### src/design/jsu_pkg.sv
// Shared types, constants and helper functions for the JSON string unescaper.
// Used by jsu_decode, jsu_outbuf and the top level json_string_unescape_utf8_core.
package jsu_pkg;

   localparam int MAX_CAPACITY_DEFAULT = 4096;
   localparam logic [12:0] CAPACITY_RESET = 13'd4096;

   // Closing status codes
   typedef enum logic [2:0] {
      STATUS_OK            = 3'd0,
      STATUS_BAD_ESCAPE    = 3'd1,
      STATUS_NUL           = 3'd2,
      STATUS_TOO_LONG      = 3'd3,
      STATUS_BAD_SURROGATE = 3'd4,
      STATUS_TRUNCATED     = 3'd5
   } status_type;

   // Characters that steer the escape decode
   localparam logic [7:0] CHAR_BSLASH = 8'h5C;
   localparam logic [7:0] CHAR_QUOTE  = 8'h22;
   localparam logic [7:0] CHAR_SLASH  = 8'h2F;
   localparam logic [7:0] CHAR_B      = 8'h62;
   localparam logic [7:0] CHAR_F      = 8'h66;
   localparam logic [7:0] CHAR_N      = 8'h6E;
   localparam logic [7:0] CHAR_R      = 8'h72;
   localparam logic [7:0] CHAR_T      = 8'h74;
   localparam logic [7:0] CHAR_U      = 8'h75;

   localparam logic [7:0] CTRL_BS  = 8'h08;
   localparam logic [7:0] CTRL_FF  = 8'h0C;
   localparam logic [7:0] CTRL_LF  = 8'h0A;
   localparam logic [7:0] CTRL_CR  = 8'h0D;
   localparam logic [7:0] CTRL_TAB = 8'h09;

   // Surrogate ranges and supplementary plane offset
   localparam logic [15:0] HIGH_SURR_LO = 16'hD800;
   localparam logic [15:0] HIGH_SURR_HI = 16'hDBFF;
   localparam logic [15:0] LOW_SURR_LO  = 16'hDC00;
   localparam logic [15:0] LOW_SURR_HI  = 16'hDFFF;
   localparam logic [20:0] SUPP_BASE    = 21'h10000;

   // UTF-8 lead and continuation markers
   localparam logic [7:0] LEAD2 = 8'hC0;
   localparam logic [7:0] LEAD3 = 8'hE0;
   localparam logic [7:0] LEAD4 = 8'hF0;
   localparam logic [7:0] CONT  = 8'h80;

   typedef struct packed {
      logic [2:0]      len;
      logic [3:0][7:0] bytes;
   } utf8_type;

   // Results caused by one input item: up to four data bytes, then a status at the end of a string
   typedef struct packed {
      logic [3:0][7:0] bytes;
      logic [2:0]      nbytes;
      logic            final_res;
      status_type      status;
      logic [11:0]     length;
   } group_type;

   // Bit 4 set means the byte is not a hex digit
   function automatic logic [4:0] hex_nibble(input logic [7:0] b);
      logic [4:0] r;
      begin
         r = 5'h10;
         if (b >= 8'h30 && b <= 8'h39) begin
            r = {1'b0, 4'(b - 8'h30)};
         end else if (b >= 8'h61 && b <= 8'h66) begin
            r = {1'b0, 4'(b - 8'h57)};
         end else if (b >= 8'h41 && b <= 8'h46) begin
            r = {1'b0, 4'(b - 8'h37)};
         end
         return r;
      end
   endfunction

   function automatic utf8_type utf8_encode(input logic [20:0] code);
      utf8_type r;
      begin
         r = '0;
         if (code < 21'h80) begin
            r.len      = 3'd1;
            r.bytes[0] = code[7:0];
         end else if (code < 21'h800) begin
            r.len      = 3'd2;
            r.bytes[0] = LEAD2 | {3'b000, code[10:6]};
            r.bytes[1] = CONT | {2'b00, code[5:0]};
         end else if (code < SUPP_BASE) begin
            r.len      = 3'd3;
            r.bytes[0] = LEAD3 | {4'b0000, code[15:12]};
            r.bytes[1] = CONT | {2'b00, code[11:6]};
            r.bytes[2] = CONT | {2'b00, code[5:0]};
         end else begin
            r.len      = 3'd4;
            r.bytes[0] = LEAD4 | {5'b00000, code[20:18]};
            r.bytes[1] = CONT | {2'b00, code[17:12]};
            r.bytes[2] = CONT | {2'b00, code[11:6]};
            r.bytes[3] = CONT | {2'b00, code[5:0]};
         end
         return r;
      end
   endfunction

endpackage

### src/design/jsu_decode.sv
// Escape decoder: per-string state, capacity register and the single-pass decode of
// one input item into a result group. Depends on jsu_pkg.
module jsu_decode #(
   parameter int MAX_CAPACITY = jsu_pkg::MAX_CAPACITY_DEFAULT
) (
   input  logic               clock,
   input  logic               reset,
   input  logic               csr_valid,
   input  logic [12:0]        csr_capacity,
   input  logic               accept,
   input  logic [7:0]         in_byte,
   input  logic               byte_present,
   input  logic               end_of_string,
   output jsu_pkg::group_type group
);

   localparam int CntW = $clog2(MAX_CAPACITY);
   localparam int CapW = (CntW + 1 > 13) ? CntW + 1 : 13;

   typedef enum logic [2:0] {
      MODE_NORMAL,
      MODE_ESC,
      MODE_HEX1,
      MODE_WANT_BS,
      MODE_WANT_U,
      MODE_HEX2,
      MODE_DRAIN
   } mode_type;

   mode_type            mode_ff, mode_in;
   logic [1:0]          hex_cnt_ff, hex_cnt_in;
   logic [15:0]         hex_acc_ff, hex_acc_in;
   logic [9:0]          high_ff, high_in;
   logic [CntW-1:0]     count_ff, count_in;
   jsu_pkg::status_type err_ff, err_in;
   logic [12:0]         capacity_ff;

   logic [CapW-1:0]     cap_eff;
   logic [CapW-1:0]     new_total;
   logic [CapW-1:0]     count_wide;
   logic                emit_req;
   logic                raw;
   logic [20:0]         code;
   logic                fail;
   jsu_pkg::status_type fail_code;
   jsu_pkg::utf8_type   enc;
   logic [4:0]          nib;
   logic [15:0]         acc_next;
   logic                is_zero;

   assign cap_eff = (CapW'(capacity_ff) > CapW'(MAX_CAPACITY)) ?
                    CapW'(MAX_CAPACITY) : CapW'(capacity_ff);
   assign nib      = jsu_pkg::hex_nibble(in_byte);
   assign acc_next = {hex_acc_ff[11:0], nib[3:0]};

   always_comb begin
      mode_in    = mode_ff;
      hex_cnt_in = hex_cnt_ff;
      hex_acc_in = hex_acc_ff;
      high_in    = high_ff;
      count_in   = count_ff;
      err_in     = err_ff;
      emit_req   = 1'b0;
      raw        = 1'b0;
      code       = '0;
      fail       = 1'b0;
      fail_code  = jsu_pkg::STATUS_OK;
      group      = '0;
      enc        = '0;
      is_zero    = 1'b0;
      new_total  = '0;
      count_wide = '0;

      if (byte_present) begin
         unique case (mode_ff)
            MODE_NORMAL: begin
               if (in_byte == jsu_pkg::CHAR_BSLASH) begin
                  mode_in = MODE_ESC;
               end else begin
                  emit_req = 1'b1;
                  raw      = 1'b1;
               end
            end
            MODE_ESC: begin
               unique case (in_byte)
                  jsu_pkg::CHAR_QUOTE, jsu_pkg::CHAR_BSLASH, jsu_pkg::CHAR_SLASH: begin
                     emit_req = 1'b1;
                     code     = 21'(in_byte);
                  end
                  jsu_pkg::CHAR_B: begin
                     emit_req = 1'b1;
                     code     = 21'(jsu_pkg::CTRL_BS);
                  end
                  jsu_pkg::CHAR_F: begin
                     emit_req = 1'b1;
                     code     = 21'(jsu_pkg::CTRL_FF);
                  end
                  jsu_pkg::CHAR_N: begin
                     emit_req = 1'b1;
                     code     = 21'(jsu_pkg::CTRL_LF);
                  end
                  jsu_pkg::CHAR_R: begin
                     emit_req = 1'b1;
                     code     = 21'(jsu_pkg::CTRL_CR);
                  end
                  jsu_pkg::CHAR_T: begin
                     emit_req = 1'b1;
                     code     = 21'(jsu_pkg::CTRL_TAB);
                  end
                  jsu_pkg::CHAR_U: begin
                     mode_in    = MODE_HEX1;
                     hex_cnt_in = '0;
                     hex_acc_in = '0;
                  end
                  default: begin
                     fail      = 1'b1;
                     fail_code = jsu_pkg::STATUS_BAD_ESCAPE;
                  end
               endcase
            end
            MODE_HEX1, MODE_HEX2: begin
               if (nib[4]) begin
                  fail      = 1'b1;
                  fail_code = jsu_pkg::STATUS_BAD_ESCAPE;
               end else if (hex_cnt_ff != 2'd3) begin
                  hex_acc_in = acc_next;
                  hex_cnt_in = hex_cnt_ff + 2'd1;
               end else begin
                  hex_acc_in = acc_next;
                  hex_cnt_in = '0;
                  if (mode_ff == MODE_HEX1) begin
                     if (acc_next >= jsu_pkg::HIGH_SURR_LO &&
                         acc_next <= jsu_pkg::HIGH_SURR_HI) begin
                        high_in = acc_next[9:0];
                        mode_in = MODE_WANT_BS;
                     end else if (acc_next >= jsu_pkg::LOW_SURR_LO &&
                                  acc_next <= jsu_pkg::LOW_SURR_HI) begin
                        fail      = 1'b1;
                        fail_code = jsu_pkg::STATUS_BAD_SURROGATE;
                     end else begin
                        emit_req = 1'b1;
                        code     = 21'(acc_next);
                     end
                  end else begin
                     if (acc_next < jsu_pkg::LOW_SURR_LO ||
                         acc_next > jsu_pkg::LOW_SURR_HI) begin
                        fail      = 1'b1;
                        fail_code = jsu_pkg::STATUS_BAD_SURROGATE;
                     end else begin
                        // join the pair: the low half's offset is its low ten bits
                        emit_req = 1'b1;
                        code     = jsu_pkg::SUPP_BASE + {1'b0, high_ff, acc_next[9:0]};
                     end
                  end
               end
            end
            MODE_WANT_BS: begin
               if (in_byte != jsu_pkg::CHAR_BSLASH) begin
                  fail      = 1'b1;
                  fail_code = jsu_pkg::STATUS_BAD_SURROGATE;
               end else begin
                  mode_in = MODE_WANT_U;
               end
            end
            MODE_WANT_U: begin
               if (in_byte != jsu_pkg::CHAR_U) begin
                  fail      = 1'b1;
                  fail_code = jsu_pkg::STATUS_BAD_SURROGATE;
               end else begin
                  mode_in    = MODE_HEX2;
                  hex_cnt_in = '0;
                  hex_acc_in = '0;
               end
            end
            MODE_DRAIN: begin
            end
            default: begin
            end
         endcase
      end

      if (emit_req) begin
         if (raw) begin
            enc.len      = 3'd1;
            enc.bytes[0] = in_byte;
            is_zero      = (in_byte == 8'h00);
         end else begin
            enc     = jsu_pkg::utf8_encode(code);
            is_zero = (code == 21'h0);
         end
         new_total = CapW'(count_ff) + CapW'(enc.len);
         if (is_zero) begin
            fail      = 1'b1;
            fail_code = jsu_pkg::STATUS_NUL;
         end else if (new_total >= cap_eff) begin
            fail      = 1'b1;
            fail_code = jsu_pkg::STATUS_TOO_LONG;
         end else begin
            group.bytes  = enc.bytes;
            group.nbytes = enc.len;
            count_in     = new_total[CntW-1:0];
            mode_in      = MODE_NORMAL;
         end
      end

      if (fail) begin
         err_in  = fail_code;
         mode_in = MODE_DRAIN;
      end

      if (end_of_string) begin
         count_wide      = CapW'(count_in);
         group.final_res = 1'b1;
         group.length    = count_wide[11:0];
         priority case (mode_in)
            MODE_DRAIN:   group.status = err_in;
            MODE_NORMAL:  group.status = jsu_pkg::STATUS_OK;
            MODE_WANT_BS: group.status = jsu_pkg::STATUS_BAD_SURROGATE;
            default:      group.status = jsu_pkg::STATUS_TRUNCATED;
         endcase
         // start the next string from clean state
         mode_in    = MODE_NORMAL;
         hex_cnt_in = '0;
         hex_acc_in = '0;
         high_in    = '0;
         count_in   = '0;
         err_in     = jsu_pkg::STATUS_OK;
      end
   end

   always_ff @(posedge clock) begin
      if (reset) begin
         mode_ff     <= MODE_NORMAL;
         hex_cnt_ff  <= '0;
         hex_acc_ff  <= '0;
         high_ff     <= '0;
         count_ff    <= '0;
         err_ff      <= jsu_pkg::STATUS_OK;
         capacity_ff <= jsu_pkg::CAPACITY_RESET;
      end else begin
         if (csr_valid) begin
            capacity_ff <= csr_capacity;
         end
         if (accept) begin
            mode_ff    <= mode_in;
            hex_cnt_ff <= hex_cnt_in;
            hex_acc_ff <= hex_acc_in;
            high_ff    <= high_in;
            count_ff   <= count_in;
            err_ff     <= err_in;
         end
      end
   end

endmodule

### src/design/jsu_outbuf.sv
// Result register: holds the group of one item and hands it out one result per
// transfer on the rsp channel. Depends on jsu_pkg.
module jsu_outbuf (
   input  logic               clock,
   input  logic               reset,
   input  logic               load,
   input  jsu_pkg::group_type group,
   output logic               load_ready,
   output logic               rsp_valid,
   input  logic               rsp_ready,
   output logic [7:0]         rsp_out_byte,
   output logic               rsp_data_valid,
   output logic               rsp_final_res,
   output logic [2:0]         rsp_status,
   output logic [11:0]        rsp_out_length
);

   jsu_pkg::group_type group_ff;
   logic [2:0]         pos_ff, pos_in;
   logic [2:0]         total_ff, total_in;
   logic               is_data;

   assign rsp_valid  = (pos_ff != total_ff);
   // take a new group when no result is pending, or while the last result of the current one leaves
   assign load_ready = !rsp_valid || ((pos_ff + 3'd1 == total_ff) && rsp_ready);

   assign is_data        = (pos_ff < group_ff.nbytes);
   assign rsp_out_byte   = is_data ? group_ff.bytes[pos_ff[1:0]] : 8'h00;
   assign rsp_data_valid = is_data;
   assign rsp_final_res  = !is_data;
   assign rsp_status     = is_data ? jsu_pkg::STATUS_OK : group_ff.status;
   assign rsp_out_length = is_data ? 12'd0 : group_ff.length;

   always_comb begin
      pos_in   = pos_ff;
      total_in = total_ff;
      if (load) begin
         pos_in   = '0;
         total_in = group.nbytes + {2'b00, group.final_res};
      end else if (rsp_valid && rsp_ready) begin
         pos_in = pos_ff + 3'd1;
      end
   end

   always_ff @(posedge clock) begin
      if (reset) begin
         pos_ff   <= '0;
         total_ff <= '0;
      end else begin
         pos_ff   <= pos_in;
         total_ff <= total_in;
      end
   end

   always_ff @(posedge clock) begin
      if (load) begin
         group_ff <= group;
      end
   end

endmodule

### src/design/json_string_unescape_utf8_core.sv
// JSON string body unescaper to UTF-8: takes one raw byte per transfer and returns
// decoded bytes followed by one status result per string. Input sustains one item
// per cycle unless rsp stalls or an item yields more than one result; an item that
// yields n results (a four-byte code point plus the closing status gives at most five)
// holds the result register in jsu_outbuf until all transfer; the next item is taken
// in the cycle its predecessor's last result transfers. csr_capacity (buffer size
// including terminator) may be written only while the block is idle; it is clipped to
// MAX_CAPACITY. Depends on jsu_pkg, jsu_decode and jsu_outbuf.
module json_string_unescape_utf8_core #(
   parameter int MAX_CAPACITY = jsu_pkg::MAX_CAPACITY_DEFAULT
) (
   input  logic        clock,
   input  logic        reset,
   input  logic        req_valid,
   output logic        req_ready,
   input  logic [7:0]  req_in_byte,
   input  logic        req_byte_present,
   input  logic        req_end_of_string,
   output logic        rsp_valid,
   input  logic        rsp_ready,
   output logic [7:0]  rsp_out_byte,
   output logic        rsp_data_valid,
   output logic        rsp_final_res,
   output logic [2:0]  rsp_status,
   output logic [11:0] rsp_out_length,
   input  logic        csr_valid,
   output logic        csr_ready,
   input  logic [12:0] csr_capacity
);

   jsu_pkg::group_type group;
   logic               accept;

   assign csr_ready = 1'b1;
   assign accept    = req_valid && req_ready;

   jsu_decode #(
      .MAX_CAPACITY(MAX_CAPACITY)
   ) u_decode (
      .clock         (clock),
      .reset         (reset),
      .csr_valid     (csr_valid),
      .csr_capacity  (csr_capacity),
      .accept        (accept),
      .in_byte       (req_in_byte),
      .byte_present  (req_byte_present),
      .end_of_string (req_end_of_string),
      .group         (group)
   );

   jsu_outbuf u_outbuf (
      .clock          (clock),
      .reset          (reset),
      .load           (accept),
      .group          (group),
      .load_ready     (req_ready),
      .rsp_valid      (rsp_valid),
      .rsp_ready      (rsp_ready),
      .rsp_out_byte   (rsp_out_byte),
      .rsp_data_valid (rsp_data_valid),
      .rsp_final_res  (rsp_final_res),
      .rsp_status     (rsp_status),
      .rsp_out_length (rsp_out_length)
   );

endmodule

### config.mk
export PLATFORM = sky130hd
export DESIGN_NAME = json_string_unescape_utf8_core
export DESIGN_NICKNAME = d
export VERILOG_FILES = /design/src/design/jsu_pkg.sv /design/src/design/jsu_decode.sv /design/src/design/jsu_outbuf.sv /design/src/design/json_string_unescape_utf8_core.sv
export SDC_FILE = /design/constraint.sdc
export NUM_CORES = 1
export LEC_CHECK = 0
export ABC_AREA = 0
export BUFFER_PORTS_ARGS = -buffer_cell sky130_fd_sc_hd__buf_2
export CORE_MARGIN = 1.5
export CORE_UTILIZATION = 60
export CTS_BUF_LIST = sky130_fd_sc_hd__clkbuf_4 sky130_fd_sc_hd__clkbuf_8 sky130_fd_sc_hd__clkbuf_16
export CTS_CLUSTER_DIAMETER = 150
export DETAILED_ROUTE_END_ITERATION = 10
export HOLD_SLACK_MARGIN = 0.06
export PLACE_DENSITY_LB_ADDON = 0.2
export SLEW_MARGIN = 20
export SYNTH_ARGS = -nofsm -noshare
export SYNTH_HDL_FRONTEND = slang
export SYNTH_HIERARCHICAL = 1
export SYNTH_SLANG_ARGS = --single-unit
### constraint.sdc
create_clock -name clock -period 11.84 [get_ports clock]
set_input_delay 1.184 -clock clock [delete_from_list [all_inputs] [get_ports clock]]
set_output_delay 1.184 -clock clock [all_outputs]
set_load 0.01 [all_outputs]
After elaboration in Yosys (flattened, before gate mapping) --
Cells that the tools add are included.
Word-level totals: bits in registers 111, output and inout port bits 28, word-level logic and storage cells 220
Cells by class: $add $sub $neg 8, magnitude comparators 19, eq/ne operators 26, mux-type cells 116, bitwise gates (word level) 1, reductions and logical operators 32
Operators with widths (number):
- $mux W21 | 6
- $mux W12 | 10
- $mux W3 | 37
- $mux W10 | 7
- $eq A8 B7 Y1 const B | 7
- $mux W16 | 3
- $pmux W8 S6 | 1
- $pmux W21 S2 | 1
- $mux W8 | 5
- $pmux W12 S3 | 1
- $ge A16 B16 Y1 const B | 2
- $le A16 B16 Y1 const B | 2
- $mux W1 | 27
- $mux W22 | 1
- $add A17 B20 Y21 const A | 1
- $logic_not A21 Y1 | 1
- $lt A21 B12 Y1 const B | 1
- $lt A21 B17 Y1 const B | 1
- $lt A21 B8 Y1 const B | 1
- $bmux W8 S2 | 1
- $eq A8 B6 Y1 const B | 2
- $ge A8 B7 Y1 const B | 2
- $gt A16 B16 Y1 const B | 1
- $le A8 B7 Y1 const B | 2
- 48 further kinds | 79

Longest topological paths before layout --
depth in word-level cells 30, gate-level depth with buffers 34, depth with buffers taken out 29

By module --
Netlist, hierarchy kept.
Modules (own cells, without submodules):
- jsu_decode | instances 1, cells each 708, area an instance 5018.6 um^2
- jsu_outbuf | instances 1, cells each 131, area an instance 2337.2 um^2
- json_string_unescape_utf8_core | instances 1, cells each 3, area an instance 17.5 um^2

Least setup slack after synthesis --
No wires, ideal clock.
kind input to register, start input req_in_byte[0], end register u_outbuf.total_ff[2], setup time 0.210 ns, arrival 6.842 ns, setup slack 4.787 ns, stages 34, cells stage by stage inv_1 -> ha_1 -> or3b_4 -> and3_1 -> buf_6 -> nor2_1 -> or3_1 -> nand2b_1 -> clkbuf_1 -> nand2_1 -> nand2_1 -> ha_1 -> fa_1 -> a21oi_1 -> nor2b_1 -> and3_1 -> clkbuf_1 -> nand2_1 -> nor2_1 -> xnor2_1 -> ha_1 -> and3_1 -> a311oi_1 -> o21ai_0 -> a21oi_1 -> nand2_1 -> a41oi_2 -> buf_6 -> buf_2 -> and2_1 -> ha_1 -> ha_1 -> xnor2_1 -> a211oi_1
RTL lines:
- start, declared | line json_string_unescape_utf8_core.sv:16 | input logic [7:0] req_in_byte,
- end signal, assigned | line jsu_outbuf.sv:51 | total_ff <= total_in;
- end, declared | line jsu_outbuf.sv:20 | logic [2:0] total_ff, total_in;

==> reports/metrics.csv <==
metric;value;unit
status;finished clean;
Netlist cell types;87;
Maximum Capacitance Violations;0;
CP startpoint kind;input pin;
# diodes;0;
die height;114;um
kind of critical path;in2reg;
1st-iter DRT viols;603;
Pre-antenna DRT Iters;5;
largest net degree at the start of global routing;60;
actual slew at the worst max-slew pin;1.07;ns
Vias;6434;
Syn Inst Count;842;
worst path required time;12.07;ns
CTS root buf;clkbuf_16;
slew margin rel.;28.8;%
Die X;114;um
FFs w/ async S/R, synth;0;%
R2R Setup Slk;4.02;ns
commonest non-fill, non-tap cell in the layout;nor2_1;
Initial Util;61.4;%
placed wire-length estimate;14300;um
synth-to-layout area growth;6.48;%
TNS Setup;0;ns
syn_area_per_cell;8.76;um2
post-cts resize count;0;
RSZ-0062 raised after global routing;false;
I/O Buffers;54;
leakage power;3.03;nW
# nets final;910;
Placer Congestion;0.933;
crit path DAT;9.13;ns
final core utilization;65.4;%
end of the critical path;u_outbuf/total_ff[1];
total track usage;31.1;%
Seq/Total Area, Yosys;36.9;%
flops & latches, synth;111;
layout cells sized above 1;11.5;%
PD cells;130;nW/um2
worst setup path start;req_in_byte[0];
Power Total;1.02;mW
Max clock buf depth;2;
H-tree levels;3;
Slew Viols, Final;0;
Main synth FF type;dfxtp_1;
reg2reg start;u_decode/mode_ff[1];
die area;13000;um2
Ys Warns;6;
most frequent cells in the layout;107 x nor2_1, 73 x nand2_1, 71 x a21oi_1;
number of cells on the worst hold path;2;
CP max-delay cell;a41oi_2;
vias in the first global route;5965;
Clock Skew;0.0152;ns
TritonCTS clock tree;done;
pre-CTS setup slack;2.72;ns
slowest stage delay, CP;0.88;ns
FF-to-FF End;u_outbuf/total_ff[1];
drt wl/cell;19.4;um
drt total wl;19500;um
core area;12000;um2
Worst-Skew Late Latency;0.36;ns
Critical Path Fanout Max;27;
worst vdd ir;0.0000792;V
Final period util;75.2;%
num ports;56;
residual DRC count;0;
Netlist Area Pre-Place;7370;um2
TritonCTS Buffers;9;
HP Class;reg2reg;
post-route minimum period;8.90;ns
setup ws final;2.94;ns
Remaining Overflow, GRT;0;
Clock Pin Slew Worst Setup and Hold Paths;0.08;ns
Post-CTS Setup Bufs;0;
routed vias/inst;6.40;
Layout Cells excl Fill;1006;
fill count;1015;
initial antenna violation count;0;
worst r2r path cells;25;
Rows;40;
clock sinks;111;
Inst Count DP;990;
fmax;0.112;GHz
Final Hold Vio Count;0;
Hold-fix buffers, CTS;0;
Final setup violation count;0;
Post-DRT Antenna Nets;0;
CP Capture Type;register;
EDFF count, synth;50;
first-pass GRT wire length;31500;um
-- stage by stage --
| stage | hold WS [ns] | cell area [um2] |
|---|---|---|
| floorplan | 0.437 | 7380 |
| CTS | 0.466 | 7850 |
| finish | 0.466 | 7850 |
| global placement | 0.445 | 7570 |
| global route | 0.510 | 7850 |
| detailed placement | 0.456 | 7570 |
-- sequential cells by signal (all words and copies together), names as in the netlist --
signal and cells:
u_decode/mode_ff 3, u_decode/hex_cnt_ff 2, u_outbuf/group_ff 50, u_outbuf/pos_ff 3
u_decode/hex_acc_ff 12, u_decode/count_ff 12, u_decode/err_ff 3, u_decode/high_ff 10
u_decode/capacity_ff 13, u_outbuf/total_ff 3
-- final cells by class --
class | count | area, um2 | area share [%]
Multi-Input combinational cell | 652 | 4280 | 54.5
Sequential cell | 111 | 2720 | 34.7
Timing Repair Buffer | 58 | 300 | 3.82
Clock buffer | 10 | 233 | 2.96
Tap cell | 147 | 184 | 2.34
Inverter | 22 | 82.6 | 1.05
Clock inverter | 6 | 50.0 | 0.637
-- worst max-delay path, delay by kind of cell --
kind,cells,cell delay (ns)
buffers and inverters,3,0.92
multiplexers,1,0.15
AO/OA/AOI/OAI,6,1.84
XOR/XNOR,1,0.16
adder cells (fa/ha/maj),5,1.18
AND/OR/NAND/NOR,13,3.69
-- cell usage after synthesis (3+ instances only) --
cell	number	area (um2)
a211oi_1	6	45.0
a21o_1	10	75.1
a21oi_1	71	355
a22oi_1	13	97.6
a311oi_1	3	26.3
a31oi_1	9	56.3
and2_1	21	131
and3_1	10	62.6
buf_1	4	15.0
buf_2	7	35.0
buf_4	7	52.6
buf_6	6	67.6
clkbuf_1	34	128
dfxtp_1	61	1220
edfxtp_1	50	1500
ha_1	27	338
inv_1	21	78.8
mux2i_1	27	270
mux4_1	8	210
nand2_1	73	274
nand2b_1	19	119
nand3_1	32	160
nand4_1	11	68.8
nor2_1	107	402
nor2b_1	14	87.6
nor3_1	16	80.1
nor3b_1	8	60.1
nor4_1	5	31.3
o211ai_1	8	60.1
o21a_1	5	37.5
o21ai_0	32	160
o21ai_1	3	15.0
o22ai_1	5	31.3
o31a_1	4	35.0
or2_2	3	18.8
or3_1	11	68.8
or3b_1	3	26.3
xnor2_1	15	131
xor2_1	14	123
-- metal layers --
| layer | vias to the layer above | global-route usage (%) | routed length, um |
|---|---|---|---|
| li1 | 3080 | - | - |
| met5 | - | 0 | 0 |
| met3 | 18 | 4.68 | 1100 |
| met4 | 0 | 8.75 | 301 |
| met1 | 3116 | 44.4 | 9080 |
| met2 | 220 | 49.3 | 8980 |
-- kinds of logic (layout without fill, tap and decap cells) --
| group | after synthesis | after routing | share of synthesized area [%] |
|---|---|---|---|
| other cells | 2 | 4 | 0.102 |
| xor+xnor | 31 | 31 | 4.04 |
| mux | 36 | 36 | 6.67 |
| buf+inv | 81 | 96 | 5.23 |
| simple gates | 351 | 351 | 24.1 |
| flops | 111 | 111 | 36.9 |
| compound gates | 202 | 202 | 18.1 |
| fa+ha+maj | 28 | 28 | 4.85 |
-- power breakdown --
| group | leakage (nW) | internal [mW] | switching [mW] |
|---|---|---|---|
| Combinational | 1.90 | 0.0922 | 0.154 |
| Clock | 0.141 | 0.149 | 0.143 |
| Sequential | 0.989 | 0.462 | 0.0233 |
-- worst min-delay path by stage --
| stage | from | to | slack [ns] |
|---|---|---|---|
| 2_1_floorplan | u_decode/err_ff[0] | u_decode/err_ff[0] | 0.44 |
| 3_3_place_gp | u_decode/err_ff[0] | u_decode/err_ff[0] | 0.44 |
| 3_5_place_dp | u_decode/err_ff[0] | u_decode/err_ff[0] | 0.46 |
| 4_1_cts | u_decode/err_ff[0] | u_decode/err_ff[0] | 0.47 |
| 5_1_grt | u_decode/err_ff[0] | u_decode/err_ff[0] | 0.51 |
| 6_report | u_decode/err_ff[0] | u_decode/err_ff[0] | 0.47 |
Power figures use the tool's default switching activity.
